### config.mk
export PLATFORM = sky130hd
export DESIGN_NAME = sorted_sparse_term_accumulator_unit
export DESIGN_NICKNAME = d
export VERILOG_FILES = /design/src/rtl/ssta_pkg.sv /design/src/rtl/sorted_sparse_term_accumulator_unit.sv /design/src/rtl/ssta_front.sv /design/src/rtl/ssta_queue.sv /design/src/rtl/ssta_back.sv
export SDC_FILE = /design/constraint.sdc
export NUM_CORES = 2
export LEC_CHECK = 0
export ABC_AREA = 1
export BUFFER_PORTS_ARGS = -buffer_cell sky130_fd_sc_hd__buf_4
export CELL_PAD_IN_SITES_DETAIL_PLACEMENT = 1
export CELL_PAD_IN_SITES_GLOBAL_PLACEMENT = 2
export CORE_ASPECT_RATIO = 0.6
export CORE_UTILIZATION = 30
export CTS_CLUSTER_SIZE = 28
export DETAILED_ROUTE_END_ITERATION = 8
export MAX_ROUTING_LAYER = met4
export PLACE_DENSITY_LB_ADDON = 0.15
export SETUP_SLACK_MARGIN = 0.3
export SLEW_MARGIN = 20
export SYNTH_ARGS = -nofsm -noshare
export SYNTH_HDL_FRONTEND = slang
export SYNTH_SLANG_ARGS = --single-unit
### constraint.sdc
create_clock -name clk -period 10.3 [get_ports clk]
set_clock_uncertainty 0.05 [all_clocks]
set_input_delay 0.515 -clock clk [delete_from_list [all_inputs] [get_ports clk]]
set_output_delay 0.515 -clock clk [all_outputs]
set_load 0.02 [all_outputs]
### src/rtl/ssta_pkg.sv
package ssta_pkg;

  localparam int EXP_W    = 16;
  localparam int COEF_W   = 32;
  localparam int STATUS_W = 3;
  localparam int QDEPTH   = 2;
  localparam int QAW      = 1;

  typedef enum logic [1:0] {
    OP_LOAD = 2'd0,
    OP_ADD  = 2'd1,
    OP_READ = 2'd2
  } op_t;

  typedef enum logic [STATUS_W-1:0] {
    ST_OK    = 3'd0,
    ST_DUP   = 3'd1,
    ST_FULL  = 3'd2,
    ST_EMPTY = 3'd3,
    ST_SAT   = 3'd4
  } status_t;

  typedef struct packed {
    op_t                op;
    logic [EXP_W-1:0]   exp;
    logic [COEF_W-1:0]  coef;
  } cmd_item_t;

  typedef struct packed {
    logic      push;
    cmd_item_t item;
  } q_wr_t;

  typedef struct packed {
    logic      empty;
    cmd_item_t item;
  } q_rd_t;

endpackage

### src/rtl/sorted_sparse_term_accumulator_unit.sv
// Sorted sparse term accumulator: adds two sparse polynomials term by term.
// Input channel in_*: in_tuser carries the command (0 load a term of the
// first polynomial, 1 add a term of the second, 2 read out and clear; 3 is
// taken and discarded). in_tdata carries exponent and Q16.16 coefficient.
// Result channel out_*: out_tdata carries exponent and coefficient of a read
// term (zero otherwise), out_tlast marks the final result of a command and
// out_tuser the status (ok, duplicate, full, empty, saturated).
// A two-entry command queue sits between the decoder and the table engine.
// Load/add: one sweep over the stored terms, a decide step, a move of
// (term_count - position) entries for a new exponent, an insert step and a
// result step. Readout: one term per cycle while the receiver accepts them.
// The term table has one read port and one write port, which sets the pace.
// Reset empties the table at once; no clearing pass is needed. While the
// receiver stalls, the result register holds and the engine waits; commands
// are still taken until the queue fills.
module sorted_sparse_term_accumulator_unit
  import ssta_pkg::*;
#(
  parameter int MAX_TERMS = 32
) (
  input  logic        clk,
  input  logic        rst_n,
  input  logic        in_tvalid,
  output logic        in_tready,
  input  logic [47:0] in_tdata,   // term_exponent[15:0], term_coefficient[47:16]
  input  logic [1:0]  in_tuser,   // command[1:0]
  output logic        out_tvalid,
  input  logic        out_tready,
  output logic [47:0] out_tdata,  // out_exponent[15:0], out_coefficient[47:16]
  output logic        out_tlast,
  output logic [2:0]  out_tuser   // status[2:0]
);

  q_wr_t q_wr;
  q_rd_t q_rd;
  logic  q_full;
  logic  q_pop;

  ssta_front u_front (
    .in_tvalid (in_tvalid),
    .in_tready (in_tready),
    .in_tdata  (in_tdata),
    .in_tuser  (in_tuser),
    .q_full    (q_full),
    .q_wr      (q_wr)
  );

  ssta_queue u_queue (
    .clk    (clk),
    .rst_n  (rst_n),
    .q_wr   (q_wr),
    .q_full (q_full),
    .q_pop  (q_pop),
    .q_rd   (q_rd)
  );

  ssta_back #(
    .MAX_TERMS (MAX_TERMS)
  ) u_back (
    .clk        (clk),
    .rst_n      (rst_n),
    .q_rd       (q_rd),
    .q_pop      (q_pop),
    .out_tvalid (out_tvalid),
    .out_tready (out_tready),
    .out_tdata  (out_tdata),
    .out_tlast  (out_tlast),
    .out_tuser  (out_tuser)
  );

endmodule

### src/rtl/ssta_front.sv
module ssta_front
  import ssta_pkg::*;
(
  input  logic               in_tvalid,
  output logic               in_tready,
  input  logic [47:0]        in_tdata,
  input  logic [1:0]         in_tuser,
  input  logic               q_full,
  output q_wr_t              q_wr
);

  logic keep;
  op_t  op;

  always_comb begin
    keep = 1'b1;
    op   = OP_LOAD;
    case (in_tuser)
      OP_LOAD: op = OP_LOAD;
      OP_ADD:  op = OP_ADD;
      OP_READ: op = OP_READ;
      default: keep = 1'b0;
    endcase
  end

  // unknown commands are taken and dropped
  assign in_tready    = !q_full;
  assign q_wr.push    = in_tvalid && !q_full && keep;
  assign q_wr.item.op = op;
  assign q_wr.item.exp  = in_tdata[EXP_W-1:0];
  assign q_wr.item.coef = in_tdata[EXP_W+COEF_W-1:EXP_W];

endmodule

### src/rtl/ssta_queue.sv
module ssta_queue
  import ssta_pkg::*;
(
  input  logic  clk,
  input  logic  rst_n,
  input  q_wr_t q_wr,
  output logic  q_full,
  input  logic  q_pop,
  output q_rd_t q_rd
);

  localparam int CNT_W = $clog2(QDEPTH + 1);

  cmd_item_t          slot_r [QDEPTH];
  logic [QAW-1:0]     wp_r, wp_nxt, rp_r, rp_nxt;
  logic [CNT_W-1:0]   cnt_r, cnt_nxt;
  logic               do_pop;

  assign q_full     = (cnt_r == CNT_W'(QDEPTH));
  assign q_rd.empty = (cnt_r == '0);
  assign q_rd.item  = slot_r[rp_r];
  assign do_pop     = q_pop && !q_rd.empty;

  always_comb begin
    wp_nxt  = wp_r;
    rp_nxt  = rp_r;
    cnt_nxt = cnt_r;
    if (q_wr.push) begin
      wp_nxt = (wp_r == QAW'(QDEPTH - 1)) ? '0 : wp_r + 1'b1;
    end
    if (do_pop) begin
      rp_nxt = (rp_r == QAW'(QDEPTH - 1)) ? '0 : rp_r + 1'b1;
    end
    case ({q_wr.push, do_pop})
      2'b10:   cnt_nxt = cnt_r + 1'b1;
      2'b01:   cnt_nxt = cnt_r - 1'b1;
      default: cnt_nxt = cnt_r;
    endcase
  end

  always_ff @(posedge clk) begin
    if (!rst_n) begin
      wp_r  <= '0;
      rp_r  <= '0;
      cnt_r <= '0;
    end else begin
      wp_r  <= wp_nxt;
      rp_r  <= rp_nxt;
      cnt_r <= cnt_nxt;
    end
  end

  always_ff @(posedge clk) begin
    if (q_wr.push) begin
      slot_r[wp_r] <= q_wr.item;
    end
  end

endmodule

### src/rtl/ssta_back.sv
module ssta_back
  import ssta_pkg::*;
#(
  parameter int MAX_TERMS = 32
) (
  input  logic               clk,
  input  logic               rst_n,
  input  q_rd_t              q_rd,
  output logic               q_pop,
  output logic               out_tvalid,
  input  logic               out_tready,
  output logic [47:0]        out_tdata,
  output logic               out_tlast,
  output logic [2:0]         out_tuser
);

  localparam int CW    = $clog2(MAX_TERMS + 1);
  localparam int AW    = (MAX_TERMS > 1) ? $clog2(MAX_TERMS) : 1;
  localparam int DEPTH = 1 << AW;

  typedef enum logic [6:0] {
    S_IDLE   = 7'b0000001,
    S_SRCH   = 7'b0000010,
    S_DECIDE = 7'b0000100,
    S_SHIFT  = 7'b0001000,
    S_INS    = 7'b0010000,
    S_RESP   = 7'b0100000,
    S_RO     = 7'b1000000
  } state_t;

  state_t             state_r, state_nxt;
  cmd_item_t          cur_r, cur_nxt;
  logic [CW-1:0]      count_r, count_nxt;
  logic [CW-1:0]      idx_r, idx_nxt;
  logic [CW-1:0]      pos_r, pos_nxt;
  logic [CW-1:0]      j_r, j_nxt;
  logic               match_r, match_nxt;
  logic [COEF_W-1:0]  mcoef_r, mcoef_nxt;
  status_t            st_r, st_nxt;

  logic [EXP_W-1:0]   exp_mem  [DEPTH];
  logic [COEF_W-1:0]  coef_mem [DEPTH];
  logic [EXP_W-1:0]   rexp_r;
  logic [COEF_W-1:0]  rcoef_r;
  logic [AW-1:0]      raddr, waddr;
  logic               we;
  logic [EXP_W-1:0]   wexp;
  logic [COEF_W-1:0]  wcoef;

  logic               out_valid_r;
  logic [47:0]        out_data_r;
  logic               out_last_r;
  status_t            out_st_r;
  logic               out_free, out_load, out_last_d;
  logic [47:0]        out_data_d;
  status_t            out_st_d;

  logic [CW-1:0]      cnt_m1, idx_inc, pos_inc, j_m2;
  logic [COEF_W:0]    sum;
  logic               sat;
  logic [COEF_W-1:0]  sum_sat;
  logic               ro_last;

  assign cnt_m1  = count_r - 1'b1;
  assign idx_inc = idx_r + 1'b1;
  assign pos_inc = pos_r + 1'b1;
  assign j_m2    = j_r - 2'd2;
  assign ro_last = (idx_r == cnt_m1);
  assign out_free = !out_valid_r || out_tready;

  assign sum     = {mcoef_r[COEF_W-1], mcoef_r} + {cur_r.coef[COEF_W-1], cur_r.coef};
  assign sat     = sum[COEF_W] != sum[COEF_W-1];
  assign sum_sat = !sat ? sum[COEF_W-1:0] :
                   (sum[COEF_W] ? {1'b1, {(COEF_W-1){1'b0}}} : {1'b0, {(COEF_W-1){1'b1}}});

  always_comb begin
    state_nxt  = state_r;
    cur_nxt    = cur_r;
    count_nxt  = count_r;
    idx_nxt    = idx_r;
    pos_nxt    = pos_r;
    j_nxt      = j_r;
    match_nxt  = match_r;
    mcoef_nxt  = mcoef_r;
    st_nxt     = st_r;
    q_pop      = 1'b0;
    raddr      = idx_r[AW-1:0];
    we         = 1'b0;
    waddr      = pos_r[AW-1:0];
    wexp       = cur_r.exp;
    wcoef      = cur_r.coef;
    out_load   = 1'b0;
    out_data_d = '0;
    out_last_d = 1'b1;
    out_st_d   = st_r;
    case (state_r)
      S_IDLE: begin
        raddr = '0;
        if (!q_rd.empty) begin
          q_pop     = 1'b1;
          cur_nxt   = q_rd.item;
          idx_nxt   = '0;
          pos_nxt   = '0;
          match_nxt = 1'b0;
          if (q_rd.item.op == OP_READ) begin
            if (count_r == '0) begin
              st_nxt    = ST_EMPTY;
              state_nxt = S_RESP;
            end else begin
              state_nxt = S_RO;
            end
          end else if (count_r == '0) begin
            state_nxt = S_DECIDE;
          end else begin
            state_nxt = S_SRCH;
          end
        end
      end
      S_SRCH: begin
        // count of smaller exponents is the insertion point
        if (rexp_r < cur_r.exp) begin
          pos_nxt = pos_inc;
        end
        if (rexp_r == cur_r.exp) begin
          match_nxt = 1'b1;
          mcoef_nxt = rcoef_r;
        end
        if (ro_last) begin
          state_nxt = S_DECIDE;
        end else begin
          idx_nxt = idx_inc;
          raddr   = idx_inc[AW-1:0];
        end
      end
      S_DECIDE: begin
        raddr = cnt_m1[AW-1:0];
        if (match_r) begin
          if (cur_r.op == OP_LOAD) begin
            st_nxt = ST_DUP;
          end else begin
            we     = 1'b1;
            wcoef  = sum_sat;
            st_nxt = sat ? ST_SAT : ST_OK;
          end
          state_nxt = S_RESP;
        end else if (count_r == CW'(MAX_TERMS)) begin
          st_nxt    = ST_FULL;
          state_nxt = S_RESP;
        end else if (pos_r == count_r) begin
          state_nxt = S_INS;
        end else begin
          j_nxt     = count_r;
          state_nxt = S_SHIFT;
        end
      end
      S_SHIFT: begin
        // read j-2 while entry j-1 moves up to j
        we    = 1'b1;
        waddr = j_r[AW-1:0];
        wexp  = rexp_r;
        wcoef = rcoef_r;
        if (j_r == pos_inc) begin
          state_nxt = S_INS;
        end else begin
          j_nxt = j_r - 1'b1;
          raddr = j_m2[AW-1:0];
        end
      end
      S_INS: begin
        we        = 1'b1;
        count_nxt = count_r + 1'b1;
        st_nxt    = ST_OK;
        state_nxt = S_RESP;
      end
      S_RESP: begin
        if (out_free) begin
          out_load  = 1'b1;
          state_nxt = S_IDLE;
        end
      end
      S_RO: begin
        if (out_free) begin
          out_load   = 1'b1;
          out_data_d = {rcoef_r, rexp_r};
          out_last_d = ro_last;
          out_st_d   = ST_OK;
          if (ro_last) begin
            count_nxt = '0;
            state_nxt = S_IDLE;
          end else begin
            idx_nxt = idx_inc;
            raddr   = idx_inc[AW-1:0];
          end
        end
      end
      default: state_nxt = S_IDLE;
    endcase
  end

  always_ff @(posedge clk) begin
    if (we) begin
      exp_mem[waddr]  <= wexp;
      coef_mem[waddr] <= wcoef;
    end
    rexp_r  <= exp_mem[raddr];
    rcoef_r <= coef_mem[raddr];
  end

  always_ff @(posedge clk) begin
    if (!rst_n) begin
      state_r     <= S_IDLE;
      count_r     <= '0;
      out_valid_r <= 1'b0;
    end else begin
      state_r <= state_nxt;
      count_r <= count_nxt;
      if (out_load) begin
        out_valid_r <= 1'b1;
      end else if (out_tready) begin
        out_valid_r <= 1'b0;
      end
    end
  end

  always_ff @(posedge clk) begin
    cur_r   <= cur_nxt;
    idx_r   <= idx_nxt;
    pos_r   <= pos_nxt;
    j_r     <= j_nxt;
    match_r <= match_nxt;
    mcoef_r <= mcoef_nxt;
    st_r    <= st_nxt;
    if (out_load) begin
      out_data_r <= out_data_d;
      out_last_r <= out_last_d;
      out_st_r   <= out_st_d;
    end
  end

  assign out_tvalid = out_valid_r;
  assign out_tdata  = out_data_r;
  assign out_tlast  = out_last_r;
  assign out_tuser  = out_st_r;

  a_count_bound: assert property (@(posedge clk) disable iff (!rst_n)
    count_r <= CW'(MAX_TERMS))
    else $error("term count beyond table size");

  a_shift_range: assert property (@(posedge clk) disable iff (!rst_n)
    state_r == S_SHIFT |-> (j_r > pos_r) && (j_r <= count_r))
    else $error("shift outside occupied span");

  a_ins_grows: assert property (@(posedge clk) disable iff (!rst_n)
    state_r == S_INS |=> count_r == $past(count_r) + 1'b1)
    else $error("insert did not grow table");

  a_ro_clears: assert property (@(posedge clk) disable iff (!rst_n)
    (state_r == S_RO) && out_load && ro_last |=> count_r == '0)
    else $error("readout left terms behind");

  a_load_free: assert property (@(posedge clk) disable iff (!rst_n)
    out_load |-> out_free)
    else $error("result register overwritten");

endmodule
==> impl_metrics.yaml <==
finish:
  drive_above_1_share_pct: 7.86
  fillers: 29971
  nNetsFinal: 7988
  stdcell_area_um2: 93800
  synthToLayoutAreaGrowth_pct: 14.1
worst_setup_path:
  ff2ff_path_depth: 21
  endpoint: "u_back.rexp_r[8]"
  crit_path_start: "u_back.state_r[5]"
  cp-end-kind: "register"
  worstPathArrival_ps: 6700
  cp_max_fo: 170
  critPathKind: "reg -> reg"
  cp_slowest_cell: "nand2_8"
  reg2reg_to: "u_back.rexp_r[8]"
  cp_top_family: "simple AND/OR/NAND/NOR gates"
  path_common_cell: "nand2_1"
  critPathMaxStageDelay_ps: 700
  cp_num_buf_inv: 6
  worstPathRequired_ps: 11020
  crit_chain: "inv_2 -> nand2_1 -> inv_2 -> nand2_4 -> inv_2 -> nor2_2 -> buf_4 -> nand2_1 -> nand3_2 -> nand2_4 -> nand2_8 -> buf_4 -> buf_12 -> nand2_1 -> nand2_1 -> nand2_1 -> nand3_1 -> nand3_1 -> nand2_1 -> nand2_1 -> nand2_1"
  cp_num_cells: 21
  r2r_setup_slack_ps: 4320
  rr_startpoint: "u_back.state_r[5]"
  start_kind: "register"
drt:
  via_per_inst: 5.02
  wl_mm: 313
  drt_iter0_drc: 5522
  drc: 0
  vias: 58426
  drtPass1Iterations: 5
  ant_nets: 0
  wl_per_cell_um: 26.9
floorplan:
  dieArea_um2: 276000
  die_h_um: 407
  core_area_um2: 272000
  start_util_pct: 30.2
  ios: 108
  fp.dieW_um: 678
  rows: 148
logic_synthesis:
  yosysUniqueCellTypes: 51
  yosysWarnings: 0
  syn_avg_cell_area_um2: 10.5
  synth-edff-count: 1792
  synth_nets: 7936
  synthArstFlopShare_pct: 0
  synth_ff_type: "edfxtp_1"
  synth_seq_area_share_pct: 67.1
  ys_ff_latch: 1859
  postSynthCellCount: 7824
  netlist_area_um2: 82200
clocking:
  path_clk_slew_ps: 70
  cts_tree: "built"
  cts_sinks: 1859
  numCtsBuffers: 194
  cts-root-buf: "clkbuf_16"
  holdBufCountCts: 53
  cts_buffer_depth: 4
  post-cts-setup-buffers: 0
  ctsResizeCount: 0
  ctsHtreeMaxLevel: 4
  clk_latency_ps: 870
sta:
  maxSlewViolCount: 0
  min_period_ps: 5980
  fmaxAchievable_mhz: 167
  post-route-period-util_pct: 58.1
  slew-limit-headroom_pct: 19.8
  setup_viol: 0
  grt_setup_unrepaired: "no"
  fin_tns_setup_ps: 0
  finalHoldViolations: 0
  tightest_slew_ps: 1200
power:
  power_frac_comb_pct: 45.8
  internal_power_uw: 17000
  clockPowerShare_pct: 22.6
  p_sw_uw: 14200
  switching_share_pct: 45.5
  p_per_area_nw_per_um2: 334
  seqPwrFrac_pct: 31.6
  peakVddDrop_v: 0.000563
  p_leak_uw: 0.0371
global_route:
  grt_overflow: 0
  grtUsageTotal_pct: 22.8
  grt_antenna_before_repair: 17
  grt_pass1_vias: 58062
  grt_max_degree: 171
  grt_pass1_wl_mm: 443
place:
  gp_congestion: 0.811
  postPlaceCellArea_um2: 87200
  port_buffers: 107
  post-dp-hpwl_mm: 171
status:
  status: "completed"
flow_run:
  maxCapViolCount: 0
min_path:
  hp-class: "in -> reg"
## worst reg2reg max path, stage by stage, from the launching register on
cell	delay, ps
dfxtp_1	370
inv_2	60
nand2_1	200
inv_2	90
nand2_4	450
inv_2	270
nor2_2	160
buf_4	390
nand2_1	160
nand3_2	180
nand2_4	350
nand2_8	750
buf_4	660
buf_12	760
nand2_1	290
nand2_1	90
nand2_1	60
nand3_1	110
nand3_1	140
nand2_1	140
nand2_1	80
nand2_1	90
## synth_stat cells (2+ instances only)
cell type,instances,area (um^2)
o31ai_1,2,15.0
a21boi_0,3,22.5
nand3b_1,193,1450
nor2_2,6,37.5
dfxtp_1,67,1340
nor2_1,196,736
buf_4,11,82.6
a31oi_1,6,37.5
buf_6,2,22.5
nand2_2,2,12.5
inv_1,971,3640
o21ai_1,2,10.0
buf_2,306,1530
nor2_4,5,56.3
o21bai_1,13,97.6
a21o_1,3,22.5
o21ai_0,102,510
o22ai_1,12,75.1
edfxtp_1,1792,53800
a21oi_1,65,325
o211ai_1,5,37.5
clkinv_1,2,7.51
nand2_1,2060,7730
inv_2,14,52.6
clkbuf_1,115,432
xor2_1,33,289
o221ai_1,2,17.5
nand3_1,1688,8450
nand4_1,9,56.3
o21a_1,3,22.5
xnor2_1,5,43.8
nand3_2,5,50.1
nor3_1,21,105
a211oi_1,3,22.5
nor4_1,4,25.0
buf_1,21,78.8
a221oi_1,5,43.8
ha_1,57,713
## power by group through the flow
stage	logic (uW)	clock network (uW)	registers, uW
floorplan	9070	0	9830
global placement	14400	0	10100
detailed placement	14400	0	10100
CTS	14500	7230	9900
global route	15800	7510	9910
finish	14300	7070	9890
## cell families after synthesis
logic type,count (synthesis),share of synthesized area (%)
simple gates,4196,22.9
flops,1859,67.1
buf+inv,1443,7.14
compound gates,230,1.59
fa+ha+maj,58,0.892
xor+xnor,38,0.405
## through the flow
stage | hold WS, ps | instances | power [uW] | setup slack, ps | utilization [%]
2_1_floorplan | 358 | 7824 | 18900 | 5560 | -
3_3_place_gp | 369 | 11227 | 24500 | 4430 | 32.1
3_5_place_dp | 375 | 11227 | 24500 | 4400 | 32.1
4_1_cts | 253 | 11628 | 31600 | 4350 | 34.5
5_1_grt | 288 | 11630 | 33200 | 3890 | 34.5
6_report | 328 | 11633 | 31300 | 4320 | 34.5
## cells in the final DEF, fill, tap and decap left out, types with 53 or more instances in the layout
| cell type | n |
|---|---|
| a21oi_1 | 64 |
| buf_4 | 246 |
| dlygate4sd3_1 | 53 |
| clkbuf_16 | 199 |
| ha_1 | 57 |
| clkbuf_1 | 60 |
| edfxtp_1 | 1792 |
| nor2_1 | 160 |
| nand2_1 | 2049 |
| dfxtp_1 | 66 |
| o21ai_0 | 86 |
| nand3_1 | 1685 |
| inv_1 | 968 |
| nand3b_1 | 193 |
## final cells by class
class	count	area (um^2)	area share, %
antenna	5	12.5	0.0133
clock buffer	267	5320	5.67
clock inverter	81	708	0.755
inverter	987	3720	3.97
multi-input combinational	4522	21700	23.1
sequential	1859	55200	58.8
tap	3600	4500	4.80
timing repair buffer	312	2640	2.81
## flip-flops by register name, summed over array words and instances, names as in the netlist, named ones only
name	flops
u_queue.wp_r	1
u_back.match_r	1
u_back.out_tlast	1
u_back.state_r	7
u_back.idx_r	6
u_back.count_r	6
u_back.rcoef_r	32
u_back.pos_r	6
u_back.out_tuser	3
u_queue.rp_r	1
u_back.exp_mem	512
u_back.out_tvalid	1
u_back.j_r	6
u_back.mcoef_r	32
u_back.rexp_r	16
u_back.st_r	3
u_back.out_tdata	48
u_queue.slot_r	100
u_back.cur_r	50
u_back.coef_mem	1024
u_queue.cnt_r	2
## per-layer routing
metal | global-route usage [%] | part of all wire (%) | vias up
met1 | 34.7 | 51 | 30124
met2 | 32.1 | 42 | 1445
met5 | - | 0 | -
met4 | 4.74 | 2.1 | 0
li1 | - | - | 26505
met3 | 3.19 | 5.2 | 352
## worst min-delay path by stage
| stage | startpoint | to | slack (ps) | cells after the start |
|---|---|---|---|---|
| 5_1_grt | in_tdata[8] | u_queue.slot_r[1][40] | 290 | 2 |
| 6_report | in_tdata[8] | u_queue.slot_r[1][40] | 330 | 2 |
| 4_1_cts | in_tdata[15] | u_queue.slot_r[1][47] | 250 | 2 |
| 2_1_floorplan | u_back.rcoef_r[10] | u_back.mcoef_r[10] | 360 | 0 |
| 3_3_place_gp | u_back.rcoef_r[11] | u_back.mcoef_r[11] | 370 | 0 |
| 3_5_place_dp | u_back.rcoef_r[7] | u_back.mcoef_r[7] | 380 | 0 |
No activity file was read; power rests on OpenSTA's default activity.
